$ cat config.mk
export PLATFORM = sky130hd
export DESIGN_NAME = tsb_front
export DESIGN_NICKNAME = d
export VERILOG_FILES = /design/src/tsb_pkg.sv /design/src/tsb_front.sv
export SDC_FILE = /design/constraint.sdc
export NUM_CORES = 2
export LEC_CHECK = 0
export BUFFER_PORTS_ARGS = -buffer_cell sky130_fd_sc_hd__buf_4
export CELL_PAD_IN_SITES_DETAIL_PLACEMENT = 0
export CELL_PAD_IN_SITES_GLOBAL_PLACEMENT = 1
export CORE_MARGIN = 3
export CORE_UTILIZATION = 50
export DETAILED_ROUTE_END_ITERATION = 6
export PLACE_DENSITY_LB_ADDON = 0.1
export SYNTH_ARGS = -nofsm -noshare
export SYNTH_HDL_FRONTEND = slang
export SYNTH_SLANG_ARGS = --single-unit
$ cat constraint.sdc
create_clock -name clock -period 9.35 [get_ports clock]
set_input_delay 1.87 -clock clock [delete_from_list [all_inputs] [get_ports clock]]
set_output_delay 1.87 -clock clock [all_outputs]
set_load 0.1 [all_outputs]
$ cat src/tsb_pkg.sv
// Shared types, constants and coordinate helpers for the bilinear texture sampler.
// No dependencies; every other file of the block but tsb_ram imports this package.
`timescale 1ns / 1ps

package tsb_pkg;

   // Image and store geometry
   localparam int MAX_WIDTH   = 256;
   localparam int MAX_HEIGHT  = 256;
   localparam int DIM_W       = 9;                     // holds 1..256
   localparam int IDX_W       = 8;                     // texel column or row, 0..255
   localparam int STORE_DEPTH = MAX_WIDTH * MAX_HEIGHT;
   localparam int ADDR_W      = $clog2(STORE_DEPTH);

   // Color and weights
   localparam int CHAN_W    = 16;
   localparam int NUM_CHAN  = 3;
   localparam int TEXEL_W   = NUM_CHAN * CHAN_W;
   localparam int WT_W      = 17;                      // Q.16 weight, 0..1.0
   localparam logic [WT_W-1:0] ONE_Q16 = 17'h10000;

   // Coordinate arithmetic
   localparam int PROD_W = 33;                         // coord * dimension, signed

   // Front-to-back queue
   localparam int QUEUE_DEPTH = 4;

   // Action codes
   localparam logic [1:0] ACT_WRITE  = 2'd0;
   localparam logic [1:0] ACT_FETCH  = 2'd1;
   localparam logic [1:0] ACT_SAMPLE = 2'd2;

   // Register indexes
   localparam logic [1:0] REG_WIDTH  = 2'd0;
   localparam logic [1:0] REG_HEIGHT = 2'd1;
   localparam logic [1:0] REG_FILTER = 2'd2;

   // Filter modes
   localparam logic FILTER_NEAREST  = 1'b0;
   localparam logic FILTER_BILINEAR = 1'b1;

   // One queued operation: a texel write, or a four-texel read with blend weights
   typedef struct packed {
      logic                        is_wr;
      logic [3:0][ADDR_W-1:0]      addr;   // 00, 01, 10, 11 neighbors
      logic [WT_W-1:0]             wx;
      logic [WT_W-1:0]             wy;
      logic [TEXEL_W-1:0]          texel;
   } tsb_entry_type;

   // Neighbor pair and weight along one axis
   typedef struct packed {
      logic [IDX_W-1:0] i0;
      logic [IDX_W-1:0] i1;
      logic [WT_W-1:0]  wt;
   } tsb_axis_type;

   // Nearest texel along one axis: round half up, clamp to 0..dim-1
   function automatic logic [IDX_W-1:0] near_idx(input logic signed [PROD_W-1:0] p,
                                                 input logic [DIM_W-1:0] dim);
      logic signed [PROD_W:0] s;
      logic [16:0]            r;
      logic [16:0]            dm1;
      logic [IDX_W-1:0]       res;
      s   = {p[PROD_W-1], p} + (PROD_W+1)'(32768);
      r   = s[32:16];
      dm1 = {8'd0, dim} - 17'd1;
      if (p[PROD_W-1])
         res = '0;
      else if (r >= dm1)
         res = dm1[IDX_W-1:0];
      else
         res = r[IDX_W-1:0];
      return res;
   endfunction

   // Bilinear neighbors: floor(p - 0.5), both clamped; weight clamped to 0..1
   function automatic tsb_axis_type lerp_axis(input logic signed [PROD_W-1:0] p,
                                              input logic [DIM_W-1:0] dim);
      logic signed [PROD_W:0] f;
      logic signed [17:0]     fl;
      logic [DIM_W-1:0]       dm1;
      tsb_axis_type           res;
      f   = {p[PROD_W-1], p} - (PROD_W+1)'(32768);
      fl  = f[PROD_W:16];
      dm1 = dim - DIM_W'(1);
      if (fl[17]) begin
         res.i0 = '0;
         res.wt = '0;
      end else if (fl > $signed({9'd0, dm1})) begin
         res.i0 = dm1[IDX_W-1:0];
         res.wt = ONE_Q16;
      end else begin
         res.i0 = fl[IDX_W-1:0];
         res.wt = {1'b0, f[15:0]};
      end
      res.i1 = ({1'b0, res.i0} == dm1) ? res.i0 : res.i0 + IDX_W'(1);
      return res;
   endfunction

   // Integer coordinate clamped to 0..dim-1
   function automatic logic [IDX_W-1:0] clamp_coord(input logic signed [15:0] c,
                                                    input logic [DIM_W-1:0] dim);
      logic [DIM_W-1:0] dm1;
      logic [IDX_W-1:0] res;
      dm1 = dim - DIM_W'(1);
      if (c[15])
         res = '0;
      else if (c > $signed({7'd0, dm1}))
         res = dm1[IDX_W-1:0];
      else
         res = c[IDX_W-1:0];
      return res;
   endfunction

endpackage

$ cat src/tsb_front.sv
// Front part: accepts items, scales coordinates, picks neighbors and weights, forms addresses.
// Depends on tsb_pkg; feeds tsb_queue.
`timescale 1ns / 1ps

module tsb_front import tsb_pkg::*; (
   input  logic                     clock,
   input  logic                     reset,
   input  logic                     req_valid,
   output logic                     req_stall,
   input  logic [1:0]               req_action,
   input  logic signed [15:0]       req_x_coord,
   input  logic signed [15:0]       req_y_coord,
   input  logic signed [23:0]       req_u_coord,
   input  logic signed [23:0]       req_v_coord,
   input  logic [CHAN_W-1:0]        req_red_in,
   input  logic [CHAN_W-1:0]        req_green_in,
   input  logic [CHAN_W-1:0]        req_blue_in,
   input  logic [DIM_W-1:0]         img_w,
   input  logic [DIM_W-1:0]         img_h,
   input  logic                     filter_mode,
   output logic                     push_valid,
   output tsb_entry_type            push_entry,
   input  logic                     queue_full
);

   // Stage A: captured item and scaled coordinates
   logic                       a_v_ff;
   logic [1:0]                 a_act_ff;
   logic signed [15:0]         a_x_ff, a_y_ff;
   logic signed [PROD_W-1:0]   a_pu_ff, a_pv_ff;
   logic [TEXEL_W-1:0]         a_texel_ff;
   logic signed [PROD_W:0]     pu_in, pv_in;

   // Stage B: neighbor indexes and weights
   logic                       b_v_ff, b_v_in;
   logic                       b_wr_ff, b_wr_in;
   logic [IDX_W-1:0]           b_x0_ff, b_x1_ff, b_y0_ff, b_y1_ff;
   logic [IDX_W-1:0]           b_x0_in, b_x1_in, b_y0_in, b_y1_in;
   logic [WT_W-1:0]            b_wx_ff, b_wy_ff, b_wx_in, b_wy_in;
   logic [TEXEL_W-1:0]         b_texel_ff;
   tsb_axis_type               ax, ay;

   // Stage C: queue entry with addresses
   logic                       c_v_ff;
   tsb_entry_type              c_ff, c_in;
   logic [16:0]                row0, row1;

   logic                       en_a, en_b, en_c;

   // Stage enables: a stage moves when empty or when the next one moves
   assign en_c      = !c_v_ff || !queue_full;
   assign en_b      = !b_v_ff || en_c;
   assign en_a      = !a_v_ff || en_b;
   assign req_stall = !en_a;

   // Coordinate times dimension, Q.16
   assign pu_in = req_u_coord * $signed({1'b0, img_w});
   assign pv_in = req_v_coord * $signed({1'b0, img_h});

   always_ff @(posedge clock) begin
      if (reset) begin
         a_v_ff <= 1'b0;
      end else if (en_a) begin
         a_v_ff <= req_valid;
      end
   end

   always_ff @(posedge clock) begin
      if (en_a) begin
         a_act_ff   <= req_action;
         a_x_ff     <= req_x_coord;
         a_y_ff     <= req_y_coord;
         a_pu_ff    <= pu_in[PROD_W-1:0];
         a_pv_ff    <= pv_in[PROD_W-1:0];
         a_texel_ff <= {req_blue_in, req_green_in, req_red_in};
      end
   end

   // Classify the item and pick texel indexes
   assign ax = lerp_axis(a_pu_ff, img_w);
   assign ay = lerp_axis(a_pv_ff, img_h);

   always_comb begin
      b_v_in  = 1'b0;
      b_wr_in = 1'b0;
      b_x0_in = '0;
      b_x1_in = '0;
      b_y0_in = '0;
      b_y1_in = '0;
      b_wx_in = '0;
      b_wy_in = '0;
      unique case (a_act_ff)
         ACT_WRITE: begin
            // writes outside the image are dropped
            b_v_in  = a_v_ff && !a_x_ff[15] && !a_y_ff[15]
                      && (a_x_ff < $signed({7'd0, img_w}))
                      && (a_y_ff < $signed({7'd0, img_h}));
            b_wr_in = 1'b1;
            b_x0_in = a_x_ff[IDX_W-1:0];
            b_x1_in = a_x_ff[IDX_W-1:0];
            b_y0_in = a_y_ff[IDX_W-1:0];
            b_y1_in = a_y_ff[IDX_W-1:0];
         end
         ACT_FETCH: begin
            b_v_in  = a_v_ff;
            b_x0_in = clamp_coord(a_x_ff, img_w);
            b_x1_in = b_x0_in;
            b_y0_in = clamp_coord(a_y_ff, img_h);
            b_y1_in = b_y0_in;
         end
         ACT_SAMPLE: begin
            b_v_in = a_v_ff;
            if (filter_mode == FILTER_BILINEAR) begin
               b_x0_in = ax.i0;
               b_x1_in = ax.i1;
               b_y0_in = ay.i0;
               b_y1_in = ay.i1;
               b_wx_in = ax.wt;
               b_wy_in = ay.wt;
            end else begin
               // zero weights make the blend return the single texel
               b_x0_in = near_idx(a_pu_ff, img_w);
               b_x1_in = b_x0_in;
               b_y0_in = near_idx(a_pv_ff, img_h);
               b_y1_in = b_y0_in;
            end
         end
         default: begin
            b_v_in = 1'b0;
         end
      endcase
   end

   always_ff @(posedge clock) begin
      if (reset) begin
         b_v_ff <= 1'b0;
      end else if (en_b) begin
         b_v_ff <= b_v_in;
      end
   end

   always_ff @(posedge clock) begin
      if (en_b) begin
         b_wr_ff    <= b_wr_in;
         b_x0_ff    <= b_x0_in;
         b_x1_ff    <= b_x1_in;
         b_y0_ff    <= b_y0_in;
         b_y1_ff    <= b_y1_in;
         b_wx_ff    <= b_wx_in;
         b_wy_ff    <= b_wy_in;
         b_texel_ff <= a_texel_ff;
      end
   end

   // Row-major addresses of the four neighbors
   assign row0 = {9'd0, b_y0_ff} * {8'd0, img_w};
   assign row1 = {9'd0, b_y1_ff} * {8'd0, img_w};

   always_comb begin
      c_in.is_wr   = b_wr_ff;
      c_in.addr[0] = ADDR_W'(row0 + {9'd0, b_x0_ff});
      c_in.addr[1] = ADDR_W'(row0 + {9'd0, b_x1_ff});
      c_in.addr[2] = ADDR_W'(row1 + {9'd0, b_x0_ff});
      c_in.addr[3] = ADDR_W'(row1 + {9'd0, b_x1_ff});
      c_in.wx      = b_wx_ff;
      c_in.wy      = b_wy_ff;
      c_in.texel   = b_texel_ff;
   end

   always_ff @(posedge clock) begin
      if (reset) begin
         c_v_ff <= 1'b0;
      end else if (en_c) begin
         c_v_ff <= b_v_ff;
      end
   end

   always_ff @(posedge clock) begin
      if (en_c) begin
         c_ff <= c_in;
      end
   end

   assign push_valid = c_v_ff;
   assign push_entry = c_ff;

endmodule

==> impl_metrics.json <==
{
  "synth.area.top_cells": "edfxtp_1 31%, fa_1 22%, ha_1 11%",
  "async_flop_share": 0,
  "synthCells": 3689,
  "synth-seq-cells": 413,
  "dr_wl_met2_um": 43300,
  "cts_max_path_buffers": 3,
  "fin_skew_ns": 0.0407,
  "crit_path_cell_trace": "buf_4, inv_1, ha_1, nor3b_1, nand2_1, xnor2_1, inv_1, ha_1, nand3_1, or3_1, a2111oi_0, a211oi_2, nor2_1, nor2_1, a211oi_1, ha_1, o21ai_0, nor2_1, a31oi_1, o311ai_0",
  "yosysUniqueCellTypes": 87,
  "synth_top_area_share": 0.314,
  "synth_compound_area_frac": 0.0873,
  "synth_area_leader_cell": "edfxtp_1",
  "grt_usage": 0.231,
  "ir_drop_v": 0.000213,
  "cts_tree": "done",
  "die_area_um2": 81700,
  "insertion_delay_ns": 0.60,
  "tightestPinTransition_ns": 1.07,
  "synthSimpleGateAreaFrac": 0.144,
  "power_density_nw_per_um2": 319,
  "initial_core_util": 0.510,
  "synthAdderAreaFrac": 0.330,
  "hpwl_um": 72100,
  "cp.arrival_ns": 7.78,
  "syn_to_final_growth_pct": 11.8,
  "synth-edff-count": 410,
  "drv_slew": 0,
  "fin_hold_ws_ns": 0.397,
  "outcome": "completed",
  "layout_commonest_cell": "inv_1",
  "ant_nets": 0,
  "final_cell_mix": "566 x inv_1, 436 x fa_1, 410 x edfxtp_1",
  "final_layout_size_suffix_gt1_frac": 0.103,
  "die_width_um": 286,
  "fin_util": 0.571,
  "final-hold-violation-count": 0,
  "muxShareOfSynthArea": 0.00674,
  "critPathMaxStageDelay_ns": 0.71,
  "grt_max_degree": 81,
  "synth_ff_type": "edfxtp_1",
  "rows": 101,
  "finalSetupTns_ns": 0,
  "relSlewSlack": 0.283,
  "portBuffers": 301,
  "power.leakage_nw": 20.4,
  "end_kind": "flip-flop",
  "cts-resized-gates": 0,
  "hp-class": "reg2reg",
  "cts_buffers": 45,
  "wl_per_cell_um": 18.6,
  "wl_um": 92900,
  "grt_setup_unrepaired": "no",
  "fin_crit_sh": 0.795,
  "startpoint_type": "input port",
  "drt_pass1_iterations": 6,
  "path_class": "in2reg",
  "maxUsedRoutingLayer": "met4",
  "crit_slowest_cell": "nor2_1",
  "cts.sinks": 413,
  "fin_crit_ns": 7.43,
  "synth_nets": 4612,
  "finalNetCount": 4850,
  "worstPathMaxFanout": 51,
  "clkTransAtPathRegs_ns": 0.06,
  "hold_buffers": 0,
  "num_vias": 26500,
  "syn_area_um2": 39200,
  "cap_violations": 0,
  "cts_root_buf": "clkbuf_16",
  "syn_area_per_cell_um2": 10.6,
  "htreeDepth": 2,
  "vias_per_cell": 5.31,
  "synth_top_family_by_area": "adder cells",
  "num_io_pins": 302,
  "fmax_ghz": 0.135,
  "yosys_warnings": 0,
  "cp.required_ns": 9.70,
  "synth-xor-area-share": 0.0495,
  "wl_met3_um": 4050,
  "synth-seq-area-share": 0.316,
  "cts_setup_buffers": 0,
  "r2r_slack_ns": 3.53,
  "die_y_um": 286,
  "grt_pass1_wl_um": 151000,
  "grt_overflow": 0,
  "wl_met1_um": 44300,
  "drt_iter0_drc": 1421,
  "grt_pass1_vias": 27200,
  "setup_viol": 0,
  "coreArea_um2": 76700,
  "gp_congestion": 0.906,
  "route.detailed.drc": 0,
  "antenna_found_initial": 2
}
## worst paths after layout
check | cells past startpoint | start | end
min | 0 | b_wx_ff[5] | push_entry[70]
max reg2reg | 16 | a_pu_ff[18] | b_x1_ff[4]
max | 20 | img_w[0] | b_x1_ff[4]
min reg2reg | 0 | b_wx_ff[5] | push_entry[70]
## area by class of cell
| type | instances | area (um2) |
|---|---|---|
| Antenna cell | 3 | 7.51 |
| Clock buffer | 50 | 1140 |
| Clock inverter | 31 | 308 |
| Fill cell | 6712 | 32900 |
| Inverter | 570 | 2140 |
| Multi-Input combinational cell | 2589 | 24200 |
| Sequential cell | 413 | 12400 |
| Tap cell | 1030 | 1290 |
| Timing Repair Buffer | 308 | 2310 |
## where the power goes
part,internal [mW],total (mW),switching [mW]
Combinational,3.57,9.16,5.58
Clock,0.980,1.73,0.755
Sequential,2.79,3.08,0.286
## stage by stage
stage          total power [mW]  setup slack [ns]  area (um2)  instances
3_5_place_dp               12.3              1.42       42300       4910
2_1_floorplan              10.3             0.536       39200       3689
4_1_cts                    14.1              2.05       43800       4991
3_3_place_gp               12.2              1.46       42300       4910
5_1_grt                    15.3              1.46       43800       4992
6_report                   14.0              1.92       43800       4994
## state kept, by name (all words and copies together) (netlist names)
name,count
b_wr_ff,1
b_y1_ff,8
a_x_ff,16
push_valid,1
b_y0_ff,8
a_act_ff,2
b_x1_ff,8
b_texel_ff,48
a_v_ff,1
b_wy_ff,17
b_x0_ff,8
a_y_ff,16
a_pu_ff,33
a_texel_ff,48
b_v_ff,1
b_wx_ff,17
a_pv_ff,33
push_entry,147
## critical path, delay by kind of cell
kind	cells	cell delay [ns]
AO/OA/AOI/OAI	6	1.78
AND/OR/NAND/NOR	7	1.84
adder cells (fa/ha/maj)	3	0.83
XOR/XNOR	1	0.57
buffers and inverters	3	0.82
## per-layer routing
metal / vias up / GRT usage
met2: 592 / 0.377
met5: - / 0
met1: 13100 / 0.343
met4: 0 / 0.0402
met3: 86 / 0.0212
li1: 12700 / -
## cell families after synthesis
group	after synthesis
AO/OA/AOI/OAI	505
flip-flops	413
adder cells (fa/ha/maj)	770
XOR/XNOR	219
buffers and inverters	687
multiplexers	25
AND/OR/NAND/NOR	1070
## Yosys cell counts, types with 22 or more instances
cell type and instances:
inv_1 567, fa_1 436, edfxtp_1 410, and2_1 401, ha_1 334, nand2_1 302
xnor2_1 161, a21oi_1 139, nor2_1 108, clkbuf_1 100, a21o_1 64, o21ai_0 58
xor2_1 56, nor3_1 51, nand3_1 45, o21a_1 35, a31oi_1 28, o21bai_1 28
nand2b_1 25, nand4_1 25, and3_1 22
(Power assumes the default switching activity.)
