### config.mk
export PLATFORM = sky130hd
export DESIGN_NAME = tsb_queue
export DESIGN_NICKNAME = d
export VERILOG_FILES = /design/src/tsb_pkg.sv /design/src/tsb_queue.sv
export SDC_FILE = /design/constraint.sdc
export NUM_CORES = 1
export LEC_CHECK = 0
export BUFFER_PORTS_ARGS = -buffer_cell sky130_fd_sc_hd__buf_4
export CORE_AREA = 2 2 273 275
export DETAILED_ROUTE_END_ITERATION = 6
export DIE_AREA = 0 0 275 277
export SETUP_SLACK_MARGIN = 0.1
export SLEW_MARGIN = 15
export SYNTH_ARGS = -nofsm -noshare
export SYNTH_HDL_FRONTEND = slang
export SYNTH_SLANG_ARGS = --single-unit
export TNS_END_PERCENT = 30
### constraint.sdc
create_clock -name clock -period 4.3 [get_ports clock]
set_clock_uncertainty 0.05 [all_clocks]
set_input_delay 0.43 -clock clock [delete_from_list [all_inputs] [get_ports clock]]
set_output_delay 0.43 -clock clock [all_outputs]
set_load 0.005 [all_outputs]
### src/tsb_pkg.sv
// Shared types, constants and coordinate helpers for the bilinear texture sampler.
// No dependencies; every other file of the block but tsb_ram imports this package.
`timescale 1ns / 1ps

package tsb_pkg;

   // Image and store geometry
   localparam int MAX_WIDTH   = 256;
   localparam int MAX_HEIGHT  = 256;
   localparam int DIM_W       = 9;                     // holds 1..256
   localparam int IDX_W       = 8;                     // texel column or row, 0..255
   localparam int STORE_DEPTH = MAX_WIDTH * MAX_HEIGHT;
   localparam int ADDR_W      = $clog2(STORE_DEPTH);

   // Color and weights
   localparam int CHAN_W    = 16;
   localparam int NUM_CHAN  = 3;
   localparam int TEXEL_W   = NUM_CHAN * CHAN_W;
   localparam int WT_W      = 17;                      // Q.16 weight, 0..1.0
   localparam logic [WT_W-1:0] ONE_Q16 = 17'h10000;

   // Coordinate arithmetic
   localparam int PROD_W = 33;                         // coord * dimension, signed

   // Front-to-back queue
   localparam int QUEUE_DEPTH = 4;

   // Action codes
   localparam logic [1:0] ACT_WRITE  = 2'd0;
   localparam logic [1:0] ACT_FETCH  = 2'd1;
   localparam logic [1:0] ACT_SAMPLE = 2'd2;

   // Register indexes
   localparam logic [1:0] REG_WIDTH  = 2'd0;
   localparam logic [1:0] REG_HEIGHT = 2'd1;
   localparam logic [1:0] REG_FILTER = 2'd2;

   // Filter modes
   localparam logic FILTER_NEAREST  = 1'b0;
   localparam logic FILTER_BILINEAR = 1'b1;

   // One queued operation: a texel write, or a four-texel read with blend weights
   typedef struct packed {
      logic                        is_wr;
      logic [3:0][ADDR_W-1:0]      addr;   // 00, 01, 10, 11 neighbors
      logic [WT_W-1:0]             wx;
      logic [WT_W-1:0]             wy;
      logic [TEXEL_W-1:0]          texel;
   } tsb_entry_type;

   // Neighbor pair and weight along one axis
   typedef struct packed {
      logic [IDX_W-1:0] i0;
      logic [IDX_W-1:0] i1;
      logic [WT_W-1:0]  wt;
   } tsb_axis_type;

   // Nearest texel along one axis: round half up, clamp to 0..dim-1
   function automatic logic [IDX_W-1:0] near_idx(input logic signed [PROD_W-1:0] p,
                                                 input logic [DIM_W-1:0] dim);
      logic signed [PROD_W:0] s;
      logic [16:0]            r;
      logic [16:0]            dm1;
      logic [IDX_W-1:0]       res;
      s   = {p[PROD_W-1], p} + (PROD_W+1)'(32768);
      r   = s[32:16];
      dm1 = {8'd0, dim} - 17'd1;
      if (p[PROD_W-1])
         res = '0;
      else if (r >= dm1)
         res = dm1[IDX_W-1:0];
      else
         res = r[IDX_W-1:0];
      return res;
   endfunction

   // Bilinear neighbors: floor(p - 0.5), both clamped; weight clamped to 0..1
   function automatic tsb_axis_type lerp_axis(input logic signed [PROD_W-1:0] p,
                                              input logic [DIM_W-1:0] dim);
      logic signed [PROD_W:0] f;
      logic signed [17:0]     fl;
      logic [DIM_W-1:0]       dm1;
      tsb_axis_type           res;
      f   = {p[PROD_W-1], p} - (PROD_W+1)'(32768);
      fl  = f[PROD_W:16];
      dm1 = dim - DIM_W'(1);
      if (fl[17]) begin
         res.i0 = '0;
         res.wt = '0;
      end else if (fl > $signed({9'd0, dm1})) begin
         res.i0 = dm1[IDX_W-1:0];
         res.wt = ONE_Q16;
      end else begin
         res.i0 = fl[IDX_W-1:0];
         res.wt = {1'b0, f[15:0]};
      end
      res.i1 = ({1'b0, res.i0} == dm1) ? res.i0 : res.i0 + IDX_W'(1);
      return res;
   endfunction

   // Integer coordinate clamped to 0..dim-1
   function automatic logic [IDX_W-1:0] clamp_coord(input logic signed [15:0] c,
                                                    input logic [DIM_W-1:0] dim);
      logic [DIM_W-1:0] dm1;
      logic [IDX_W-1:0] res;
      dm1 = dim - DIM_W'(1);
      if (c[15])
         res = '0;
      else if (c > $signed({7'd0, dm1}))
         res = dm1[IDX_W-1:0];
      else
         res = c[IDX_W-1:0];
      return res;
   endfunction

endpackage

### src/tsb_queue.sv
// Short queue of operations between the front and back parts.
// Depends on tsb_pkg.
`timescale 1ns / 1ps

module tsb_queue import tsb_pkg::*; (
   input  logic          clock,
   input  logic          reset,
   input  logic          push_valid,
   input  tsb_entry_type push_entry,
   output logic          full,
   input  logic          pop,
   output logic          head_valid,
   output tsb_entry_type head
);

   localparam int PTR_W = $clog2(QUEUE_DEPTH);
   localparam int CNT_W = $clog2(QUEUE_DEPTH + 1);

   tsb_entry_type    mem_ff [QUEUE_DEPTH];
   logic [PTR_W-1:0] wptr_ff, rptr_ff;
   logic [CNT_W-1:0] count_ff;
   logic             push;

   assign full       = (count_ff == CNT_W'(QUEUE_DEPTH));
   assign push       = push_valid && !full;
   assign head_valid = (count_ff != '0);
   assign head       = mem_ff[rptr_ff];

   // Pointers and fill count
   always_ff @(posedge clock) begin
      if (reset) begin
         wptr_ff  <= '0;
         rptr_ff  <= '0;
         count_ff <= '0;
      end else begin
         if (push) begin
            wptr_ff <= wptr_ff + PTR_W'(1);
         end
         if (pop) begin
            rptr_ff <= rptr_ff + PTR_W'(1);
         end
         if (push && !pop) begin
            count_ff <= count_ff + CNT_W'(1);
         end else if (pop && !push) begin
            count_ff <= count_ff - CNT_W'(1);
         end
      end
   end

   always_ff @(posedge clock) begin
      if (push) begin
         mem_ff[wptr_ff] <= push_entry;
      end
   end

   // The back part pops only what is there
   a_pop_nonempty: assert property (@(posedge clock) disable iff (reset)
      pop |-> head_valid)
      else $error("queue popped while empty");

   // Count never runs past the depth
   a_count_bound: assert property (@(posedge clock) disable iff (reset)
      count_ff <= CNT_W'(QUEUE_DEPTH))
      else $error("queue count above depth");

   // A lone push grows the count by one
   a_push_count: assert property (@(posedge clock) disable iff (reset)
      (push && !pop) |=> (count_ff == $past(count_ff) + CNT_W'(1)))
      else $error("queue count did not follow a push");

endmodule

==> out/qor.yml, run 1 <==
outcome: "complete, no violations"
syn_inst: 816
hp-class: "in -> reg"
clock_tree.root_cell: "clkbuf_16"
worstReg2RegEnd: "mem_ff[1][88]"
worst_setup_path_start_kind: "register"
yosys_warnings: 0
drc_errors: 0
ys_types: 23
path_delay_family: "flip-flops"
cp_slowest_stage_delay_ps: 830
cp_max_fo: 48
period_share: 0.736
cts.sinks: 597
port_buffers: 299
cts_max_level: 2
final_common_cell: "edfxtp_1"
slew_headroom: 0.370
cts_buffer_depth: 3
synthesis.nets: 973
clk_latency_ps: 590
die_x_um: 275
ant_nets: 0
r2r_cells: 4
synthTopCellsByArea: "edfxtp_1, mux4_2, buf_12, dfxtp_1, buf_2"
synth_top_cell_area_share: 0.810
crit_buf_inv: 2
grt_max_degree: 61
path_class: "reg -> out"
cp.arrival_ps: 2690
setup_violations: 0
mostFrequentLayoutCells: "edfxtp_1, buf_4, dlygate4sd3_1, mux4_2, clkbuf_16"
antenna_found_initial: 4
synth-seq-cells: 597
grt.total_usage: 0.121
viasPerCell: 4.38
fp-row-count: 100
grt.overflow.total: 0
setup_tns_ps: 0
core_um2: 73600
io_pins: 300
maxCapViolCount: 0
maxSlewViolCount: 0
cts_resized: 0
period_minus_slack_ps: 3170
drtPass1Iterations: 5
drive_gt1_frac: 0.414
clk_pin_slew_ps: 50
first_global_vias: 11076
power.total_uw: 14300
pwr_density_cell_nw_per_um2: 498
start_util: 0.296
drt-initial-drc-count: 719
synth_area_um2: 21800
r2r_slack_ps: 1740
place_congestion: 0.716
vdd_drop_max_v: 0.000326
worstSetupEndpoint: "head[60]"
die_h_um: 277
crit_chain: "buf_12, mux4_2, buf_4"
cts_tree: "yes"
rsz0062_at_grt: "false"
synth_largest_area_cell: "edfxtp_1"
slowest_stage: "dfxtp_4"
grt_pass1_wl_um: 69300
hold_viol: 0
worst_ep_required_time_ps: 3820
nNetsFinal: 1467
cts_buffers: 61
area_growth_syn_to_layout_pct: 31.7
vias: 10230
dp_hpwl_um: 27900
r2r_start: "count_ff[0]"
cp.depth: 3
syn_area_per_cell_um2: 26.7
die-area_um2: 76200
max_freq_mhz: 316
crit_path_end_kind: "primary output"
wl_per_cell_um: 20.0
routed_wl_um: 46700
p_leak_uw: 0.00957
seq_area_frac_synth: 0.818
worstMarginPinSlew_ps: 945
==> layer usage <==
metal / track usage / routed length (µm) / up-vias
met5: 0 / 27 / -
met4: 0.0358 / 1130 / 4
met3: 0.0342 / 3170 / 76
met2: 0.200 / 23000 / 275
met1: 0.156 / 19400 / 5347
li1: - / - / 4528
==> area by class of cell <==
type / count / area [µm²]
Antenna cell: 2 / 5.00
Clock buffer: 72 / 1610
Clock inverter: 44 / 454
Fill cell: 6529 / 44800
Inverter: 5 / 18.8
Multi-Input combinational cell: 180 / 3570
Sequential cell: 597 / 17800
Tap cell: 969 / 1210
Timing Repair Buffer: 465 / 4010
==> worst reg2reg max path, cell delays in order (launching register included) <==
cell and delay (ps):
dfxtp_1 410, nor3b_1 120, nor2_1 450, and2_4 650, buf_12 380
==> power by group <==
part | switching (µW) | internal (µW) | total (µW)
combinational | 869 | 996 | 1860
clock | 2210 | 3160 | 5370
sequential | 138 | 6930 | 7060
==> flip-flops by register name (all words and copies together) (netlist names), named ones only <==
signal,cells
mem_ff,588
count_ff,3
wptr_ff,2
rptr_ff,2
==> cells by family after synthesis <==
group	share of synthesized area
buffers and inverters	0.0190
AND/OR/NAND/NOR	0.00413
XOR/XNOR	0.00161
AO/OA/AOI/OAI	0.000918
multiplexers	0.153
flip-flops	0.818
adder cells (fa/ha/maj)	0.00379
==> worst min path at each step <==
stage	startpoint	endpoint	slack, ps	depth (start not counted)
5_1_grt	pop	rptr_ff[0]	110	3
2_1_floorplan	count_ff[2]	count_ff[2]	410	2
4_1_cts	pop	rptr_ff[0]	60	3
3_5_place_dp	count_ff[2]	count_ff[2]	450	2
6_report	pop	rptr_ff[0]	110	3
3_3_place_gp	count_ff[2]	count_ff[2]	440	2
==> repair_timing <==
action,4_1_cts,5_1_grt
endpoints found under the hold margin,594,0
setup buffers,0,0
hold buffers,148,0
==> metrics by stage <==
step	utilization	cell area, µm²	setup WS (ps)	hold slack [ps]	cells
floorplan	-	21800	-419	411	816
global placement	0.342	25200	1660	443	2068
detailed placement	0.342	25200	1650	452	2068
CTS	0.390	28700	986	57.0	2332
global route	0.390	28700	907	115	2333
finish	0.390	28700	1130	108	2334
==> cell usage after synthesis (all sizes together) <==
| cell type | count |
|---|---|
| edfxtp | 588 |
| mux4 | 147 |
| buf | 31 |
| dfxtp | 9 |
| nor2 | 6 |
| ha | 5 |
| inv | 5 |
| and2 | 4 |
| clkbuf | 3 |
| or3 | 3 |
| xor2 | 3 |
| a21oi | 2 |
| mux2i | 2 |
| nand2b | 2 |
| o21ai | 2 |
| fa | 1 |
| nand2 | 1 |
| nor3b | 1 |
| xnor2 | 1 |
No activity file was read; power rests on OpenSTA's default activity.
==> inputs of run 2 (changes only) <==
Clock period 4.3 ns to 3.15 ns, I/O delays scaled along.
==> out/qor.yml, run 2 (synthesis gave the netlist of run 1 again) <==
mostFrequentLayoutCells: "edfxtp_1, buf_4, dlygate4sd3_1, mux4_2, clkbuf_16"  # unchanged
grt_pass1_wl_um: 69300  # about the same
max_freq_mhz: 373
hp-class: "in -> reg"  # unchanged
grt_max_degree: 66  # was 61
dp_hpwl_um: 28200  # was 27900 µm
largest_register_ffs: 588  # unchanged
cts_buffers: 61  # unchanged
worst_ep_required_time_ps: 2780  # was 3820 ps
core_um2: 73600  # unchanged
final_common_cell: "edfxtp_1"  # unchanged
antenna_found_initial: 4  # unchanged
cp.arrival_ps: 2310  # was 2690 ps
area_growth_syn_to_layout_pct: 32.5  # was 31.7%
worstMarginPinSlew_ps: 639  # was 945 ps
fin_util: 0.393  # was 0.390
first_global_vias: 11396  # was 11076
nNetsFinal: 1487  # was 1467
die-area_um2: 76200  # unchanged
period_share: 0.850
rsz0062_at_grt: "false"  # unchanged
die_h_um: 277  # unchanged
dpl_cell_area_um2: 25400  # was 25200 µm²
grt.overflow.total: 0  # unchanged
routed_wl_um: 46300  # was 46700 µm
drtPass1Iterations: 4  # was 5
slew_headroom: 0.574  # was 0.370
start_util: 0.296  # unchanged
clk_latency_ps: 600  # was 590 ps
slowest_stage: "dfxtp_4"  # unchanged
crit_path_end_kind: "primary output"  # unchanged
path_class: "reg -> out"  # unchanged
maxSlewViolCount: 0  # unchanged
io_pins: 300  # unchanged
vdd_drop_max_v: 0.000431  # was 0.000326 V
cts_max_level: 2  # unchanged
multiInputGateArea_um2: 3570  # unchanged
die_x_um: 275  # unchanged
drc_errors: 0  # unchanged
p_leak_uw: 0.00969  # was 0.00957 µW
drive_gt1_frac: 0.416  # was 0.414
hold_ws_ps: 68.1  # was 108 ps
wl_per_cell_um: 19.7  # was 20.0 µm
port_buffers: 299  # unchanged
cts_buffer_depth: 3  # unchanged
ff_latch_area_um2: 17800  # unchanged
cts.sinks: 597  # unchanged
cp_max_fo: 65  # was 48
fill_cells: 6552  # was 6529
hold_viol: 0  # unchanged
crit_chain: "buf_12, mux4_2, buf_4"  # unchanged
worst_setup_path_start_kind: "register"  # unchanged
clk_pin_slew_ps: 60  # was 50 ps
final_area_um2: 28900  # was 28700 µm²
maxCapViolCount: 0  # unchanged
viasPerCell: 4.42  # was 4.38
setup_tns_ps: 0  # unchanged
top_regs: "mem_ff: 588 flops, count_ff: 3 flops"  # unchanged
num_antenna_cells: 0  # was 2
fp-row-count: 100  # unchanged
setup_violations: 0  # unchanged
pwr_density_cell_nw_per_um2: 671  # was 498 nW/µm²
ant_nets: 0  # unchanged
place_congestion: 0.722  # was 0.716
cp_slowest_stage_delay_ps: 640  # was 830 ps
vias: 10375  # was 10230
outcome: "complete, no violations"  # unchanged
grt.total_usage: 0.121  # about the same
clock_tree.root_cell: "clkbuf_16"  # unchanged
period_minus_slack_ps: 2680
drt-initial-drc-count: 651  # was 719
cts_tree: "yes"  # unchanged
largest-register: "mem_ff"  # unchanged
-- run 2: final timing paths --
kind                     from          end  slack, ps  cells after the start
setup / recovery     register    head[125]        470                      3
hold / removal     push_valid   wptr_ff[0]         70                      4
setup reg to reg  count_ff[0]  count_ff[2]        740                      8
hold reg to reg   count_ff[2]  count_ff[2]        460                      2
-- run 2: critical path: cells and delay by family (launching register included) --
family   cells  cell delay, ps
buf+inv      2             590
flops        1             640
mux          1             390
-- run 2: power breakdown --
part           internal, µW  switching (µW)  total [µW]  leakage (µW)
clock                  4230            2910        7130      0.000969
combinational          1410            1220        2630       0.00326
sequential             9450             165        9620       0.00546
-- run 2: timing repair --
item                                   in CTS  in global routing
endpoints found under the hold margin     597                  0
hold buffers                              150                  0
setup buffers                               0                  1
resized for setup                           0                  0
setup endpoints to repair                   0                  1
-- run 2: area by class of cell --
class                   count  share of cell area
flip-flops and latches    597               0.618
clock buffers              79              0.0566
inverters                   5            0.000650
multi-input cells         180               0.124
clock inverters            34              0.0123
well taps                 969              0.0420
repair buffers            485               0.147
-- run 2: routing by layer --
| metal | track usage | vias up | wire [µm] |
|---|---|---|---|
| li1 | - | 4566 | - |
| met1 | 0.152 | 5468 | 19100 |
| met2 | 0.203 | 264 | 23200 |
| met3 | 0.0328 | 69 | 2980 |
| met4 | 0.0335 | 8 | 974 |
| met5 | 0 | - | 38 |
-- run 2: through the flow --
step | std cells | total power (µW) | worst slack, ps
floorplan | 816 | 11000 | 61.4
global placement | 2085 | 12300 | 838
detailed placement | 2085 | 12300 | 716
CTS | 2348 | 19700 | 139
global route | 2349 | 20200 | 312
finish | 2349 | 19400 | 472
==> inputs of run 3 (changes only) <==
Settings changed: ABC_AREA from default to 1, CORE_AREA 2 2 273 275 to 2 2 279 281, DIE_AREA 0 0 275 277 to 0 0 281 283.
==> out/qor.yml, run 3 <==
worstMarginPinSlew_ps: 837  # was 639 ps
die-area_um2: 79500  # was 76200 µm²
clock_tree.root_cell: "clkbuf_16"  # unchanged
ys_types: 24  # was 23
hp-class: "reg -> reg"  # was in -> reg
max_freq_mhz: 346  # was 373 MHz
nNetsFinal: 2093  # was 1487
core_um2: 76700  # was 73600 µm²
fill_cells: 7104  # was 6552
crit_buf_inv: 2  # unchanged
wl_per_cell_um: 18.4  # was 19.7 µm
grt_pass1_wl_um: 84300  # was 69300 µm
slowest_stage: "dfxtp_4"  # unchanged
syn_inst: 1486  # was 816
cts_max_level: 3  # was 2
synth_edf_count: 588  # unchanged
clk_pin_slew_ps: 60  # about the same
io_pins: 300  # unchanged
dpl.cell_count: 2757  # was 2085
synth_area_um2: 22800  # was 21800 µm²
cts_buffer_depth: 3  # unchanged
p_leak_uw: 0.0102  # was 0.00969 µW
seq_area_frac_synth: 0.781  # was 0.818
cts_tree: "yes"  # unchanged
grt.overflow.total: 0  # unchanged
final_common_cell: "edfxtp_1"  # unchanged
cp_max_fo: 118  # was 65
async_flop_share: 0  # unchanged
drc_errors: 0  # unchanged
worst_setup_path_start_kind: "register"  # unchanged
maxCapViolCount: 0  # unchanged
synthTopCellsByArea: "edfxtp_1, nor2_1, o21ai_0, o22ai_2, o21ai_1"  # was edfxtp_1, mux4_2, buf_12, dfxtp_1, buf_2
synth-seq-cells: 597  # unchanged
path_class: "reg -> out"  # unchanged
cts_buffers: 67  # was 61
area_growth_syn_to_layout_pct: 30.4  # was 32.5%
vdd_drop_max_v: 0.000445  # was 0.000431 V
rsz0062_at_grt: "false"  # unchanged
place_congestion: 0.732  # was 0.722
fp-row-count: 102  # was 100
synth_common_cells: "edfxtp_1, nor2_1, o21ai_0"  # was edfxtp_1, mux4_2, buf_12, buf_2, dfxtp_1
largest_register_ffs: 588  # unchanged
crit_chain: "buf_16, o21ai_0, o22ai_2, buf_4"  # was buf_12, mux4_2, buf_4
start_util: 0.298  # was 0.296
cp_slowest_stage_delay_ps: 700  # was 640 ps
power.total_uw: 19000  # was 19400 µW
ant_nets: 0  # unchanged
synth_largest_area_cell: "edfxtp_1"  # unchanged
syn_area_per_cell_um2: 15.4  # was 26.7 µm²
slew_headroom: 0.442  # was 0.574
grt_max_degree: 123  # was 66
setup_violations: 0  # unchanged
dp_hpwl_um: 30600  # was 28200 µm
maxSlewViolCount: 0  # unchanged
path_delay_family: "flip-flops"  # unchanged
pwr_density_cell_nw_per_um2: 639  # was 671 nW/µm²
grt.total_usage: 0.137  # was 0.121
cp.arrival_ps: 2530  # was 2310 ps
crit_path_end_kind: "primary output"  # unchanged
yosys_warnings: 0  # unchanged
outcome: "complete, no violations"  # unchanged
cts_setup_buffers: 0  # unchanged
cts.sinks: 597  # unchanged
period_minus_slack_ps: 2890  # was 2680 ps
synthMostInstantiatedCell: "edfxtp_1"  # unchanged
dpl_cell_area_um2: 26200  # was 25400 µm²
first_global_vias: 14711  # was 11396
final_cells: 3031  # was 2349
top_regs: "mem_ff: 588 flops, count_ff: 3 flops"  # unchanged
largest-register: "mem_ff"  # unchanged
setup_tns_ps: 0  # unchanged
mostFrequentLayoutCells: "edfxtp_1, buf_4, nor2_1, o21ai_0, dlygate4sd3_1"  # was edfxtp_1, buf_4, dlygate4sd3_1, mux4_2, clkbuf_16
drt-initial-drc-count: 721  # was 651
vias: 14083  # was 10375
hold_viol: 0  # unchanged
synthFlopType: "edfxtp_1"  # unchanged
synthesis.nets: 1643  # was 973
final_area_um2: 29800  # was 28900 µm²
drive_gt1_frac: 0.280  # was 0.416
clk_latency_ps: 580  # was 600 ps
synth_top_cell_area_share: 0.773  # was 0.810
worst_ep_required_time_ps: 2780  # about the same
drtPass1Iterations: 5  # was 4
die_h_um: 283  # was 277 µm
antenna_found_initial: 8  # was 4
period_share: 0.918  # was 0.850
viasPerCell: 4.65  # was 4.42
die_x_um: 281  # was 275 µm
port_buffers: 299  # unchanged
routed_wl_um: 55700  # was 46300 µm
==> run 3: cell types whose count changed in the layout (fill, tap and decap cells not counted), sizes merged, moves of 8 or more <==
cell,before,now
mux4,147,0
o22ai,0,147
inv,9,26
buf,335,327
o21ai,2,298
nor2,6,303
==> run 3: worst paths after layout <==
check,from,endpoint,slack (ps),cells past startpoint
min,rptr_ff[1],register,420,1
max,register,head[112],260,4
max reg2reg,wptr_ff[0],mem_ff[1][88],1240,4
min reg2reg,rptr_ff[1],register,420,1
==> run 3: cell type report <==
class	instances	area (µm²)	share of cell area
Multi-Input combinational cell	773	4300	0.145
Inverter	20	90.1	0.00303
Clock inverter	36	255	0.00857
Sequential cell	597	17800	0.599
Clock buffer	81	1760	0.0591
Tap cell	1040	1300	0.0437
Antenna cell	7	17.5	0.000588
Timing Repair Buffer	477	4200	0.141
==> run 3: logic make-up after synthesis <==
family / count (synthesis) / share of synthesized area
DFF: 597 / 0.781
adders and majority gates: 6 / 0.00362
and+or+nand+nor: 317 / 0.0592
AOI/OAI and AO/OA: 450 / 0.123
buffers and inverters: 116 / 0.0328
==> run 3: what timing repair did <==
action	4_1_cts	5_1_grt
gates resized for setup	1	1
endpoints found under the hold margin	593	0
hold buffers	150	0
setup endpoints to repair	1	1
==> run 3: routing by layer <==
layer	vias up	track usage	wire, µm
met1	7039	0.170	23200
met5	-	0	46
met2	408	0.225	26800
met4	6	0.0430	1140
met3	87	0.0458	4580
li1	6543	-	-
==> run 3: report_power, final <==
part / total (µW) / internal (µW) / switching [µW]
combinational: 2370 / 1030 / 1340
clock: 7190 / 4160 / 3030
sequential: 9480 / 9320 / 154
total: 19000 / 14500 / 4530
==> run 3: stage by stage <==
stage	hold WS [ps]	utilization	worst slack [ps]
5_1_grt	389	0.388	132
4_1_cts	362	0.388	138
2_1_floorplan	362	-	-90.3
3_3_place_gp	364	0.342	818
6_report	419	0.388	259
3_5_place_dp	383	0.342	757
